**src/rtl/core/lts_pkg.sv**
```systemverilog
// Shared types, constants and reset values for the lottery task scheduler.
`default_nettype none
package lts_pkg;

  // Sizing
  localparam int MAX_TASKS   = 16;
  localparam int TASK_W      = 4;
  localparam int IDX_W       = $clog2(MAX_TASKS);
  localparam int LEN_W       = $clog2(MAX_TASKS + 1);
  localparam int TICKET_W    = 8;
  localparam int QUANTUM_W   = 8;
  localparam int RND_W       = 16;
  localparam int RANDOM_BITS = 16;
  localparam int BIT_CNT_W   = $clog2(RANDOM_BITS);
  localparam int TOTAL_W     = $clog2(MAX_TASKS * ((1 << TICKET_W) - 1) + 1);
  localparam int OP_W        = 3;
  localparam int PRIO_W      = 2;
  localparam int NUM_PRIO    = 4;
  localparam int STATUS_W    = 2;
  localparam int CFG_IDX_W   = 3;
  localparam int CFG_W       = 8;
  localparam int FIFO_DEPTH  = 2;
  localparam int FIFO_PTR_W  = $clog2(FIFO_DEPTH);
  localparam int FIFO_CNT_W  = $clog2(FIFO_DEPTH + 1);

  // Register reset values
  localparam logic [TICKET_W-1:0] TICKETS_RESET [NUM_PRIO] = '{8'd50, 8'd25, 8'd10, 8'd5};
  localparam logic [QUANTUM_W-1:0] QUANTUM_RESET = 8'd3;

  // Input opcodes
  typedef enum logic [OP_W-1:0] {
    OP_NEW     = 3'd0,
    OP_ENQUEUE = 3'd1,
    OP_PICK    = 3'd2,
    OP_TICK    = 3'd3,
    OP_STEAL   = 3'd4
  } op_t;

  // Configuration register indexes
  typedef enum logic [CFG_IDX_W-1:0] {
    CFG_TICKETS0 = 3'd0,
    CFG_TICKETS1 = 3'd1,
    CFG_TICKETS2 = 3'd2,
    CFG_TICKETS3 = 3'd3,
    CFG_QUANTUM  = 3'd4
  } cfg_idx_t;

  // Result status codes
  typedef enum logic [STATUS_W-1:0] {
    ST_DONE    = 2'd0,
    ST_IGNORED = 2'd1,
    ST_EMPTY   = 2'd2
  } status_t;

  // Classified command kinds handed from front to back
  typedef enum logic [2:0] {
    CMD_NEW,
    CMD_ENQUEUE,
    CMD_PICK,
    CMD_TICK,
    CMD_STEAL,
    CMD_IGNORE
  } cmd_kind_t;

  typedef struct packed {
    cmd_kind_t               kind;
    logic [TASK_W-1:0]       tid;
    logic [PRIO_W-1:0]       prio;
    logic [RANDOM_BITS-1:0]  rnd;
  } cmd_t;

  typedef struct packed {
    logic              task_valid;
    logic [TASK_W-1:0] chosen_task;
    logic              resched_req;
    status_t           status;
  } res_t;

  // Back-end sequencer states
  typedef enum logic [2:0] {
    BK_IDLE,
    BK_SUM,
    BK_MOD,
    BK_WALK,
    BK_DROP
  } back_state_t;

endpackage
`default_nettype wire

```
**src/rtl/core/lottery_task_scheduler.sv**
```systemverilog
// Lottery task scheduler: front end, command queue and back end.
// New, enqueue, tick and steal beats pass through the command queue to the result register,
// and the back end retires one of them per cycle while the result register drains.
// A pick runs through the one-entry-per-cycle ticket sum and walk and the bit-serial
// modulo unit, in the order sum, modulo, walk, and then drops the winner.
// Reset (synchronous) empties the run queue and command queue and restores the config
// registers; per-task ticket and tick tables hold no value until a new-task beat.
`default_nettype none
module lottery_task_scheduler (
  input  wire logic                            clk,
  input  wire logic                            rst,
  input  wire logic                            cfg_we,
  input  wire logic [lts_pkg::CFG_IDX_W-1:0]   cfg_index,
  input  wire logic [lts_pkg::CFG_W-1:0]       cfg_data,
  input  wire logic                            in_valid,
  output logic                                 in_ready,
  input  wire logic [lts_pkg::OP_W-1:0]        op,
  input  wire logic [lts_pkg::TASK_W-1:0]      task_id,
  input  wire logic [lts_pkg::PRIO_W-1:0]      prio,
  input  wire logic                            is_idle,
  input  wire logic [lts_pkg::RND_W-1:0]       random_word,
  output logic                                 out_valid,
  input  wire logic                            out_ready,
  output logic                                 task_valid,
  output logic [lts_pkg::TASK_W-1:0]           chosen_task,
  output logic                                 resched_req,
  output logic [lts_pkg::STATUS_W-1:0]         status
);

  logic          push_valid;
  logic          push_ready;
  lts_pkg::cmd_t push_cmd;
  logic          pop_valid;
  logic          pop_ready;
  lts_pkg::cmd_t pop_cmd;
  lts_pkg::res_t res;

  lts_front u_front (
    .in_valid    (in_valid),
    .in_ready    (in_ready),
    .op          (op),
    .task_id     (task_id),
    .prio        (prio),
    .is_idle     (is_idle),
    .random_word (random_word),
    .push_valid  (push_valid),
    .push_ready  (push_ready),
    .push_cmd    (push_cmd)
  );

  lts_cmd_fifo u_fifo (
    .clk        (clk),
    .rst        (rst),
    .push_valid (push_valid),
    .push_ready (push_ready),
    .push_cmd   (push_cmd),
    .pop_valid  (pop_valid),
    .pop_ready  (pop_ready),
    .pop_cmd    (pop_cmd)
  );

  lts_back u_back (
    .clk       (clk),
    .rst       (rst),
    .cfg_we    (cfg_we),
    .cfg_index (cfg_index),
    .cfg_data  (cfg_data),
    .cmd_valid (pop_valid),
    .cmd_ready (pop_ready),
    .cmd       (pop_cmd),
    .out_valid (out_valid),
    .out_ready (out_ready),
    .res       (res)
  );

  // Result fields
  assign task_valid  = res.task_valid;
  assign chosen_task = res.chosen_task;
  assign resched_req = res.resched_req;
  assign status      = res.status;

endmodule
`default_nettype wire

```
**src/rtl/core/lts_front.sv**
```systemverilog
// Front end: takes input beats and classifies them into back-end commands.
`default_nettype none
module lts_front (
  input  wire logic                          in_valid,
  output logic                               in_ready,
  input  wire logic [lts_pkg::OP_W-1:0]      op,
  input  wire logic [lts_pkg::TASK_W-1:0]    task_id,
  input  wire logic [lts_pkg::PRIO_W-1:0]    prio,
  input  wire logic                          is_idle,
  input  wire logic [lts_pkg::RND_W-1:0]     random_word,
  output logic                               push_valid,
  input  wire logic                          push_ready,
  output lts_pkg::cmd_t                      push_cmd
);

  logic tid_ok;

  assign in_ready   = push_ready;
  assign push_valid = in_valid;

  // Task number must name a real slot
  assign tid_ok = ({1'b0, task_id} < lts_pkg::LEN_W'(lts_pkg::MAX_TASKS));

  // Classify the beat; idle-task enqueue and tick requests, out-of-range task numbers and unknown opcodes become no-ops
  always_comb begin
    push_cmd.tid  = task_id;
    push_cmd.prio = prio;
    push_cmd.rnd  = random_word[lts_pkg::RANDOM_BITS-1:0];
    case (lts_pkg::op_t'(op))
      lts_pkg::OP_NEW: begin
        push_cmd.kind = tid_ok ? lts_pkg::CMD_NEW : lts_pkg::CMD_IGNORE;
      end
      lts_pkg::OP_ENQUEUE: begin
        push_cmd.kind = (tid_ok && !is_idle) ? lts_pkg::CMD_ENQUEUE : lts_pkg::CMD_IGNORE;
      end
      lts_pkg::OP_PICK: begin
        push_cmd.kind = lts_pkg::CMD_PICK;
      end
      lts_pkg::OP_TICK: begin
        push_cmd.kind = (tid_ok && !is_idle) ? lts_pkg::CMD_TICK : lts_pkg::CMD_IGNORE;
      end
      lts_pkg::OP_STEAL: begin
        push_cmd.kind = lts_pkg::CMD_STEAL;
      end
      default: begin
        push_cmd.kind = lts_pkg::CMD_IGNORE;
      end
    endcase
  end

endmodule
`default_nettype wire

```
**src/rtl/core/lts_cmd_fifo.sv**
```systemverilog
// Short command queue between the scheduler front end and back end.
`default_nettype none
module lts_cmd_fifo (
  input  wire logic          clk,
  input  wire logic          rst,
  input  wire logic          push_valid,
  output logic               push_ready,
  input  wire lts_pkg::cmd_t push_cmd,
  output logic               pop_valid,
  input  wire logic          pop_ready,
  output lts_pkg::cmd_t      pop_cmd
);

  lts_pkg::cmd_t                    entries [lts_pkg::FIFO_DEPTH];
  logic [lts_pkg::FIFO_PTR_W-1:0]   wr_ptr;
  logic [lts_pkg::FIFO_PTR_W-1:0]   rd_ptr;
  logic [lts_pkg::FIFO_CNT_W-1:0]   count;
  logic                             do_push;
  logic                             do_pop;

  assign push_ready = (count != lts_pkg::FIFO_CNT_W'(lts_pkg::FIFO_DEPTH));
  assign pop_valid  = (count != '0);
  assign pop_cmd    = entries[rd_ptr];
  assign do_push    = push_valid && push_ready;
  assign do_pop     = pop_valid && pop_ready;

  // Pointers and fill count
  always_ff @(posedge clk) begin
    if (rst) begin
      wr_ptr <= '0;
      rd_ptr <= '0;
      count  <= '0;
    end else begin
      if (do_push) wr_ptr <= wr_ptr + 1'b1;
      if (do_pop)  rd_ptr <= rd_ptr + 1'b1;
      case ({do_push, do_pop})
        2'b10:   count <= count + 1'b1;
        2'b01:   count <= count - 1'b1;
        default: count <= count;
      endcase
    end
  end

  // Storage
  always_ff @(posedge clk) begin
    if (do_push) entries[wr_ptr] <= push_cmd;
  end

endmodule
`default_nettype wire

```
**src/rtl/core/lts_back.sv**
```systemverilog
// Back end: run queue, per-task tables, lottery draw sequencer and result register.
`default_nettype none
module lts_back (
  input  wire logic                            clk,
  input  wire logic                            rst,
  input  wire logic                            cfg_we,
  input  wire logic [lts_pkg::CFG_IDX_W-1:0]   cfg_index,
  input  wire logic [lts_pkg::CFG_W-1:0]       cfg_data,
  input  wire logic                            cmd_valid,
  output logic                                 cmd_ready,
  input  wire lts_pkg::cmd_t                   cmd,
  output logic                                 out_valid,
  input  wire logic                            out_ready,
  output lts_pkg::res_t                        res
);

  // Configuration
  logic [lts_pkg::TICKET_W-1:0]  tickets [lts_pkg::NUM_PRIO];
  logic [lts_pkg::QUANTUM_W-1:0] quantum;

  // Run queue and per-task tables
  logic [lts_pkg::TASK_W-1:0]    q [lts_pkg::MAX_TASKS];
  logic [lts_pkg::MAX_TASKS-1:0] in_q;
  logic [lts_pkg::LEN_W-1:0]     len;
  logic [lts_pkg::TICKET_W-1:0]  tc [lts_pkg::MAX_TASKS];
  logic [lts_pkg::QUANTUM_W-1:0] tl [lts_pkg::MAX_TASKS];

  // Draw sequencer
  lts_pkg::back_state_t            state, state_next;
  logic [lts_pkg::IDX_W-1:0]       k;
  logic [lts_pkg::TOTAL_W-1:0]     total;
  logic [lts_pkg::TOTAL_W-1:0]     sum;
  logic [lts_pkg::TOTAL_W-1:0]     rem;
  logic [lts_pkg::RANDOM_BITS-1:0] rnd_sh;
  logic [lts_pkg::BIT_CNT_W-1:0]   bit_cnt;

  // Datapath taps
  logic [lts_pkg::LEN_W-1:0]     len_m1;
  logic [lts_pkg::IDX_W-1:0]     q_addr;
  logic [lts_pkg::TASK_W-1:0]    q_rd;
  logic [lts_pkg::TICKET_W-1:0]  tc_rd;
  logic [lts_pkg::QUANTUM_W-1:0] tl_rd;
  logic [lts_pkg::QUANTUM_W-1:0] tick_new;
  logic [lts_pkg::TOTAL_W-1:0]   total_add;
  logic [lts_pkg::TOTAL_W-1:0]   sum_add;
  logic [lts_pkg::TOTAL_W:0]     rem_sh;
  logic [lts_pkg::TOTAL_W:0]     rem_sub;
  logic [lts_pkg::TOTAL_W-1:0]   rem_new;
  logic                          last_k;
  logic                          hit;
  logic                          enq_ok;
  logic                          out_free;
  logic                          res_load;
  lts_pkg::res_t                 res_next;

  assign len_m1    = len - 1'b1;
  assign q_addr    = (state == lts_pkg::BK_IDLE) ? len_m1[lts_pkg::IDX_W-1:0] : k;
  assign q_rd      = q[q_addr];
  assign tc_rd     = tc[q_rd];
  assign tl_rd     = tl[cmd.tid];
  assign tick_new  = (tl_rd != '0) ? tl_rd - 1'b1 : '0;
  assign total_add = total + lts_pkg::TOTAL_W'(tc_rd);
  assign sum_add   = sum + lts_pkg::TOTAL_W'(tc_rd);
  assign last_k    = (lts_pkg::LEN_W'(k) == len_m1);
  assign hit       = (rem < sum_add);
  assign enq_ok    = !in_q[cmd.tid] && (len < lts_pkg::LEN_W'(lts_pkg::MAX_TASKS));
  assign out_free  = !out_valid || out_ready;
  assign cmd_ready = (state == lts_pkg::BK_IDLE) && out_free;

  // One restoring-division step per cycle: draw = random mod total
  assign rem_sh  = {rem, rnd_sh[lts_pkg::RANDOM_BITS-1]};
  assign rem_sub = rem_sh - {1'b0, total};
  assign rem_new = (rem_sh >= {1'b0, total}) ? rem_sub[lts_pkg::TOTAL_W-1:0]
                                             : rem_sh[lts_pkg::TOTAL_W-1:0];

  // Next state and result
  always_comb begin
    state_next            = state;
    res_load              = 1'b0;
    res_next.task_valid   = 1'b0;
    res_next.chosen_task  = '0;
    res_next.resched_req  = 1'b0;
    res_next.status       = lts_pkg::ST_DONE;
    case (state)
      lts_pkg::BK_IDLE: begin
        if (cmd_valid && cmd_ready) begin
          case (cmd.kind)
            lts_pkg::CMD_NEW: begin
              res_load = 1'b1;
            end
            lts_pkg::CMD_ENQUEUE: begin
              res_load        = 1'b1;
              res_next.status = enq_ok ? lts_pkg::ST_DONE : lts_pkg::ST_IGNORED;
            end
            lts_pkg::CMD_PICK: begin
              if (len == '0) begin
                res_load        = 1'b1;
                res_next.status = lts_pkg::ST_EMPTY;
              end else begin
                state_next = lts_pkg::BK_SUM;
              end
            end
            lts_pkg::CMD_TICK: begin
              res_load             = 1'b1;
              res_next.resched_req = (tick_new == '0);
            end
            lts_pkg::CMD_STEAL: begin
              res_load = 1'b1;
              if (len == '0) begin
                res_next.status = lts_pkg::ST_EMPTY;
              end else begin
                res_next.task_valid  = 1'b1;
                res_next.chosen_task = q_rd;
              end
            end
            default: begin
              res_load        = 1'b1;
              res_next.status = lts_pkg::ST_IGNORED;
            end
          endcase
        end
      end
      lts_pkg::BK_SUM: begin
        if (last_k) begin
          if (total_add == '0) begin
            res_load        = 1'b1;
            res_next.status = lts_pkg::ST_EMPTY;
            state_next      = lts_pkg::BK_IDLE;
          end else begin
            state_next = lts_pkg::BK_MOD;
          end
        end
      end
      lts_pkg::BK_MOD: begin
        if (bit_cnt == lts_pkg::BIT_CNT_W'(lts_pkg::RANDOM_BITS - 1)) begin
          state_next = lts_pkg::BK_WALK;
        end
      end
      lts_pkg::BK_WALK: begin
        if (hit || last_k) state_next = lts_pkg::BK_DROP;
      end
      lts_pkg::BK_DROP: begin
        res_load             = 1'b1;
        res_next.task_valid  = 1'b1;
        res_next.chosen_task = q_rd;
        state_next           = lts_pkg::BK_IDLE;
      end
      default: begin
        state_next = lts_pkg::BK_IDLE;
      end
    endcase
  end

  // State register
  always_ff @(posedge clk) begin
    if (rst) state <= lts_pkg::BK_IDLE;
    else     state <= state_next;
  end

  // Control state: config, queue length, membership, result valid
  always_ff @(posedge clk) begin
    if (rst) begin
      tickets   <= lts_pkg::TICKETS_RESET;
      quantum   <= lts_pkg::QUANTUM_RESET;
      len       <= '0;
      in_q      <= '0;
      out_valid <= 1'b0;
    end else begin
      if (cfg_we) begin
        case (lts_pkg::cfg_idx_t'(cfg_index))
          lts_pkg::CFG_TICKETS0: tickets[0] <= cfg_data;
          lts_pkg::CFG_TICKETS1: tickets[1] <= cfg_data;
          lts_pkg::CFG_TICKETS2: tickets[2] <= cfg_data;
          lts_pkg::CFG_TICKETS3: tickets[3] <= cfg_data;
          lts_pkg::CFG_QUANTUM:  quantum    <= cfg_data;
          default: ;
        endcase
      end
      if (res_load)       out_valid <= 1'b1;
      else if (out_ready) out_valid <= 1'b0;
      if (state == lts_pkg::BK_IDLE && cmd_valid && cmd_ready) begin
        if (cmd.kind == lts_pkg::CMD_ENQUEUE && enq_ok) begin
          len            <= len + 1'b1;
          in_q[cmd.tid]  <= 1'b1;
        end else if (cmd.kind == lts_pkg::CMD_STEAL && len != '0) begin
          len         <= len_m1;
          in_q[q_rd]  <= 1'b0;
        end
      end else if (state == lts_pkg::BK_DROP) begin
        len        <= len_m1;
        in_q[q_rd] <= 1'b0;
      end
    end
  end

  // Result register
  always_ff @(posedge clk) begin
    if (res_load) res <= res_next;
  end

  // Queue entries, task tables and sequencer datapath
  always_ff @(posedge clk) begin
    case (state)
      lts_pkg::BK_IDLE: begin
        if (cmd_valid && cmd_ready) begin
          case (cmd.kind)
            lts_pkg::CMD_NEW: begin
              tc[cmd.tid] <= tickets[cmd.prio];
              tl[cmd.tid] <= quantum;
            end
            lts_pkg::CMD_ENQUEUE: begin
              if (enq_ok) q[len[lts_pkg::IDX_W-1:0]] <= cmd.tid;
            end
            lts_pkg::CMD_TICK: begin
              tl[cmd.tid] <= tick_new;
            end
            lts_pkg::CMD_PICK: begin
              k      <= '0;
              total  <= '0;
              rnd_sh <= cmd.rnd;
            end
            default: ;
          endcase
        end
      end
      lts_pkg::BK_SUM: begin
        total <= total_add;
        if (last_k) begin
          rem     <= '0;
          bit_cnt <= '0;
        end else begin
          k <= k + 1'b1;
        end
      end
      lts_pkg::BK_MOD: begin
        rem     <= rem_new;
        rnd_sh  <= rnd_sh << 1;
        bit_cnt <= bit_cnt + 1'b1;
        k       <= '0;
        sum     <= '0;
      end
      lts_pkg::BK_WALK: begin
        sum <= sum_add;
        if (!(hit || last_k)) k <= k + 1'b1;
      end
      lts_pkg::BK_DROP: begin
        // close the gap left by the winner
        for (int j = 0; j < lts_pkg::MAX_TASKS - 1; j++) begin
          if (lts_pkg::IDX_W'(j) >= k) q[j] <= q[j+1];
        end
        tc[q_rd] <= (tc_rd != '0) ? tc_rd - 1'b1 : '0;
        tl[q_rd] <= quantum;
      end
      default: ;
    endcase
  end

endmodule
`default_nettype wire

```
**config.mk**
```make
export PLATFORM = sky130hd
export DESIGN_NAME = lottery_task_scheduler
export DESIGN_NICKNAME = d
export VERILOG_FILES = /design/src/rtl/core/lts_pkg.sv /design/src/rtl/core/lottery_task_scheduler.sv /design/src/rtl/core/lts_front.sv /design/src/rtl/core/lts_cmd_fifo.sv /design/src/rtl/core/lts_back.sv
export SDC_FILE = /design/constraint.sdc
export NUM_CORES = 1
export LEC_CHECK = 0
export BUFFER_PORTS_ARGS = -buffer_cell sky130_fd_sc_hd__buf_2
export CAP_MARGIN = 20
export CORE_UTILIZATION = 45
export CTS_CLUSTER_DIAMETER = 120
export CTS_CLUSTER_SIZE = 40
export DETAILED_ROUTE_END_ITERATION = 8
export PLACE_DENSITY = 0.63
export SETUP_SLACK_MARGIN = 0.3
export SLEW_MARGIN = 5
export SYNTH_ARGS = -nofsm -noshare
export SYNTH_HDL_FRONTEND = slang
export SYNTH_SLANG_ARGS = --single-unit
export TNS_END_PERCENT = 100
```
**constraint.sdc**
```tcl
create_clock -name clk -period 5.7 [get_ports clk]
set_clock_uncertainty 0.1 [all_clocks]
set_input_delay 0.855 -clock clk [delete_from_list [all_inputs] [get_ports clk]]
set_output_delay 0.855 -clock clk [all_outputs]
set_load 0.1 [all_outputs]
```
==> impl_metrics.tcl, run 1 <==
set metrics [dict create \
    root_buffer "clkbuf_16" \
    layout_setup_ws_ns -0.356 \
    ir_drop_mv 0.257 \
    dpl.cell_count 2642 \
    setup_viol 17 \
    p_int_uw 7760 \
    syn_nets 1965 \
    cts_hold_buf 0 \
    rsz0062_at_grt "yes" \
    run_status "finished with violations" \
    dp_hpwl_um 39500 \
    globalplace.congestion 0.867 \
    wl_um 57200 \
    cp.required_ns 5.95 \
    ys_ff_latch 508 \
    slew-limit-headroom_pct 25.9 \
    syn_avg_cell_area_um2 12.9 \
    synth_top_flop_cell "edfxtp_1" \
    start_util_pct 45.8 \
    tritoncts "built" \
    period_share_pct 106 \
    grt_pass1_wl_um 87900 \
    synth_top_area_share_pct 54.4 \
    layoutNonFillerInstCount 2724 \
    cap_viol_max_count 0 \
    syn_inst 1867 \
    vias 15400 \
    static-leakage-power_uw 0.00984 \
    violations "setup timing" \
    switchingPower_uw 4310 \
    end_kind "flop" \
    finalNetCount 2125 \
    antenna_found_initial 0 \
    port_buffers 51 \
    yosys.area.top_type "edfxtp_1" \
    dp_slack_ns -0.499 \
    die_w_um 234 \
    dieArea_um2 54600 \
    min_period_ns 6.06 \
    num_io_pins 52 \
    ys_seq_area_share_pct 60.2 \
    pwr-share-seq_pct 36.7 \
    htreeDepth 1 \
    wire_per_inst_um 21.0 \
    p_total_uw 12100 \
    drive_gt1_share_pct 20.8 \
    track_usage_pct 21.1 \
    switching_share_pct 35.7 \
    fmax_mhz 165 \
    grt_max_degree 71 \
    drt_pass1_iterations 8 \
    hold_violations 0 \
    cts_sinks 508 \
    cts_buffers 17 \
    clock_power_share_pct 14.2 \
    drt_iter0_markers 1205 \
    grt_pass1_vias 15200 \
    yosysWarnings 0 \
    rows 84 \
    final_common_cell "edfxtp_1" \
    path_clk_slew_ns 0.14 \
    synth_enable_flop_cells 438 \
    cp_max_fo 10 \
    clock_latency_ns 0.59 \
    cpMaxStageDelayCell "dfxtp_2" \
    fp.dieH_um 234 \
    final_cell_mix "edfxtp_1 (438), mux2i_1 (197), nand2_1 (182)" \
    cp.arrival_ns 6.30 \
    design.core.area_um2 52800 \
    p_comb_share_pct 49.1 \
    grt_overflow 0 \
    syn_area_um2 24200 \
    layout-area-overhead-vs-synth_pct 14.1 \
    worstMarginPinSlew_ns 1.11 \
    cp-start-kind "flop" \
    min_path_type "input port to flop" \
    async_flop_share_pct 0 \
    power_density_nw_per_um2 438 \
    yosys-top-cells-area "edfxtp_1 (54%), mux2i_1 (8.8%), dfxtp_1 (5.8%)" \
    clockBufferDepth 3 \
    postRouteAntennaNets 0 \
    path_class "flop to flop" \
    drc 0 \
    diodes 0 \
    cpPeakStageDelay_ns 0.35 \
    vias_per_cell 5.66 \
    report.final.slew_viol_count 0 \
    ys_types 73 \
]
## cell families (layout without fill, tap and decap cells)
kind of cell | Yosys count | in the layout | share of synthesized area (%)
flip-flops | 508 | 508 | 60.2
AND/OR/NAND/NOR | 504 | 504 | 9.51
AO/OA/AOI/OAI | 313 | 313 | 7.88
multiplexers | 293 | 294 | 14.9
buffers and inverters | 147 | 315 | 2.79
adder cells (fa/ha/maj) | 56 | 56 | 2.99
XOR/XNOR | 46 | 46 | 1.67
## critical path: cells and delay by family, from the launching register on
kind	cells	cell delay, ns
flip-flops	1	0.35
XOR/XNOR	1	0.18
AO/OA/AOI/OAI	7	1.32
adder cells (fa/ha/maj)	2	0.50
AND/OR/NAND/NOR	4	0.51
multiplexers	7	1.55
buffers and inverters	9	1.26
## layer usage
layer | routed length, um | vias to the layer above | global-route usage, %
met2 | 27900 | 379 | 35.7
li1 | - | 7250 | -
met1 | 25500 | 7724 | 29.4
met4 | 1190 | 0 | 4.65
met3 | 2620 | 62 | 2.04
met5 | 0 | - | 0
## synth_stat cells, types with 5 or more instances
cell type	number
and2_1	9
o31ai_1	9
nand2b_1	18
nor2_1	161
buf_4	6
buf_1	9
o21ai_0	62
ha_1	53
nand2_1	184
o21ai_1	12
edfxtp_1	438
mux2i_1	212
nor3b_1	6
a21boi_0	6
inv_1	50
nor2b_1	19
and3_1	16
nor3_1	13
mux2_2	20
a31oi_1	12
o21bai_1	5
mux4_2	44
a21o_1	22
or3_1	9
nand3_1	26
mux2_4	5
nand3b_1	12
a211oi_1	24
xnor2_1	29
nand4_1	7
buf_6	9
xor2_1	17
clkbuf_1	53
a211o_1	5
dfxtp_1	70
a21oi_1	122
nor4_1	10
buf_2	16
## what timing repair did
action | CTS | global route
setup buffers | 24 | 23
cloned | 2 | 2
endpoints found under the setup margin | 20 | 22
resized for setup | 49 | 56
pin swaps | 18 | 31
## worst paths after layout
kind,from,endpoint,slack [ns],depth (start not counted)
hold / removal,prio[0],u_fifo.entries[1][16]$_DFFE_PP_,0.34,1
setup / recovery,u_back.state[1]$_SDFFE_PP0P_,u_back.k[0]$_SDFFCE_PN0P_,-0.36,30
hold reg to reg,u_back.tickets[22]$_SDFFE_PP0P_,u_back.tickets[22]$_SDFFE_PP0P_,0.36,2
setup reg to reg,u_back.state[1]$_SDFFE_PP0P_,u_back.k[0]$_SDFFCE_PN0P_,-0.36,30
## area by class of cell
type	instances	area [um2]
Fill cell	4484	25200
Sequential cell	508	14600
Inverter	53	204
Clock inverter	6	72.6
Clock buffer	22	444
Tap cell	688	861
Multi-Input combinational cell	1213	9470
Timing Repair Buffer	234	1960
## stage by stage
stage / area, um2 / hold WS (ns) / utilization, % / setup TNS, ns
2_1_floorplan: 24200 / 0.332 / - / -0.605
3_3_place_gp: 26000 / 0.338 / 49.3 / -3.42
3_5_place_dp: 26000 / 0.347 / 49.3 / -5.61
4_1_cts: 27000 / 0.314 / 51.2 / -2.75
5_1_grt: 27600 / 0.320 / 52.2 / -7.19
6_report: 27600 / 0.340 / 52.2 / -3.24
## state kept, by name, summed over array words and instances, names as in the netlist, 5 cells and up, named ones only
name	flops
u_back.tc	128
u_back.tl	128
u_back.q	64
u_fifo.entries	50
u_back.tickets	32
u_back.in_q	16
u_back.rnd_sh	16
u_back.rem	12
u_back.sum	12
u_back.total	12
u_back.quantum	8
u_back.res	8
u_back.len	5
## power by group through the flow
stage / sequential (uW) / clock (uW) / combinational, uW
2_1_floorplan: 4660 / 0 / 3060
5_1_grt: 4450 / 1850 / 6350
3_5_place_dp: 4520 / 0 / 4920
6_report: 4430 / 1710 / 5930
3_3_place_gp: 4510 / 0 / 4860
4_1_cts: 4430 / 1750 / 5390
Note: power is estimated with default switching activity, not from simulation.
==> run 2: changes to the inputs <==
==> constraint.sdc (replaced) <==
create_clock -name clk -period 5.7 [get_ports clk]
set_clock_uncertainty 0.1 [all_clocks]
set_input_delay 0.285 -clock clk [delete_from_list [all_inputs] [get_ports clk]]
set_output_delay 0.285 -clock clk [all_outputs]
set_load 0.1 [all_outputs]
==> impl_metrics.tcl, run 2 (synthesized netlist as in run 1, its figures left out) <==
set metrics [dict create \
    run_status "finished with violations" \
    violations "setup timing" \
    drive_gt1_share_pct 20.4 \
    tritoncts "built" \
    layoutNonFillerInstCount 2762 \
    worstMarginPinSlew_ns 1.12 \
    antenna_found_initial 0 \
    cpMaxStageDelayCell "or3_4" \
    vias_per_cell 5.62 \
    drt_iter0_markers 1336 \
    track_usage_pct 21.2 \
    hold_ws_ns 0.127 \
    cp_max_fo 18 \
    regArea_um2 14600 \
    postRouteAntennaNets 0 \
    min_period_ns 6.07 \
    htreeDepth 1 \
    wire_per_inst_um 20.9 \
    path_class "flop to flop" \
    holdPathStages 4 \
    rsz0062_at_grt "yes" \
    cts_sinks 508 \
    timing.critical_path.mode_cell "mux2i_1" \
    root_buffer "clkbuf_16" \
    min_to "u_back.quantum[7]$_SDFFE_PP0P_" \
    grt_overflow 0 \
    period_share_pct 106 \
    layout_setup_ws_ns -0.367 \
    final_common_cell "edfxtp_1" \
    rows 84 \
    layout-area-overhead-vs-synth_pct 15.7 \
    multiInputGateArea_um2 9470 \
    drt_pass1_iterations 7 \
    largestRegisters "u_back.tc: 128 flops, u_back.tl: 128 flops, u_back.q: 64 flops" \
    diodes 0 \
    fillers 4443 \
    dpl.cell_count 2642 \
    clock_latency_ns 0.59 \
    setup_viol 17 \
    port_buffers 51 \
    cpPeakStageDelay_ns 0.44 \
    path_clk_slew_ns 0.14 \
    globalplace.congestion 0.867 \
    place_area_um2 26000 \
    worstReg2RegEnd "u_back.k[0]$_SDFFCE_PN0P_" \
    finalNetCount 2163 \
    cp-startpoint "u_back.state[1]$_SDFFE_PP0P_" \
    grt_max_degree 71 \
    clockBufferDepth 3 \
    cts_buffers 17 \
    report.final.slew_viol_count 0 \
    final_cell_mix "edfxtp_1 (438), mux2i_1 (197), nand2_1 (182)" \
    power_density_nw_per_um2 433 \
    wl_um 57600 \
    dieArea_um2 54600 \
    drc 0 \
    min_path_type "input port to flop" \
    cap_viol_max_count 0 \
    ir_drop_mv 0.258 \
    grt_pass1_wl_um 88500 \
    grt_pass1_vias 15400 \
    fin_area_um2 27900 \
    cp.required_ns 5.95 \
    dp_hpwl_um 39500 \
    num_io_pins 52 \
    start_util_pct 45.8 \
    min-delay-start "cfg_index[2]" \
    postLayoutCoreUtil_pct 53.0 \
    fmax_mhz 165 \
    reg2reg_depth 31 \
    slew-limit-headroom_pct 25.2 \
    reg2reg_slack_ns -0.37 \
    die_w_um 234 \
    fp.dieH_um 234 \
    cp.arrival_ns 6.32 \
    design.core.area_um2 52800 \
    end_kind "flop" \
    static-leakage-power_uw 0.00999 \
    reg2reg_from "u_back.state[1]$_SDFFE_PP0P_" \
    tns_ns -3.41 \
    hold_violations 0 \
    cp-start-kind "flop" \
    vias 15500 \
]
==> run 2: timing repair <==
item                                   CTS  global route
resized for setup                       49            56
pin swaps                               18            31
hold buffers                            38             0
setup buffers                           24            23
endpoints found under the hold margin   92             0
gates cloned                             2             2
setup endpoints to repair               20            22
==> run 2: worst max-delay path, delay by kind of cell (launching register included) <==
| kind | cells | cell delay, ns |
|---|---|---|
| compound gates | 10 | 1.90 |
| buf+inv | 7 | 0.96 |
| xor+xnor | 1 | 0.19 |
| simple gates | 5 | 0.77 |
| mux | 6 | 1.09 |
| fa+ha+maj | 2 | 0.45 |
| flops | 1 | 0.35 |
==> run 2: metal layers <==
metal  vias up  track usage, %  wire, um
met3        57            2.04      2690
met2       373            36.1     28200
met1      7764            29.4     25500
li1       7328               -         -
met5         -               0         0
met4         0            4.65      1150
==> run 2: cell type report <==
cell class              instances  area share, %
clock buffers                  22           1.59
repair buffers                272           8.36
multi-input cells            1213           33.9
inverters                      53          0.730
well taps                     688           3.08
flip-flops and latches        508           52.1
clock inverters                 6          0.260
==> run 2: power by group <==
group / internal, uW / switching [uW] / leakage (uW)
combinational: 2840 / 3110 / 0.00519
clock: 592 / 1120 / 0.000251
sequential: 4350 / 79.8 / 0.00455
==> run 2: worst max path at each step <==
stage                                     end  slack, ns  cells past startpoint
floorplan           u_back.k[0]$_SDFFCE_PN0P_      -0.15                     28
global placement    u_back.k[0]$_SDFFCE_PN0P_      -0.38                     26
detailed placement  u_back.k[0]$_SDFFCE_PN0P_      -0.50                     26
CTS                 u_back.k[0]$_SDFFCE_PN0P_      -0.31                     29
global route        u_back.k[0]$_SDFFCE_PN0P_      -0.54                     32
finish              u_back.k[0]$_SDFFCE_PN0P_      -0.37                     31
==> run 2: per-stage QoR <==
step	total power (uW)	setup WS (ns)
final	12100	-0.367
after global routing	12700	-0.536
after CTS	11600	-0.310
after detailed placement	9440	-0.499
after global placement	9370	-0.383
after floorplan	7720	-0.150
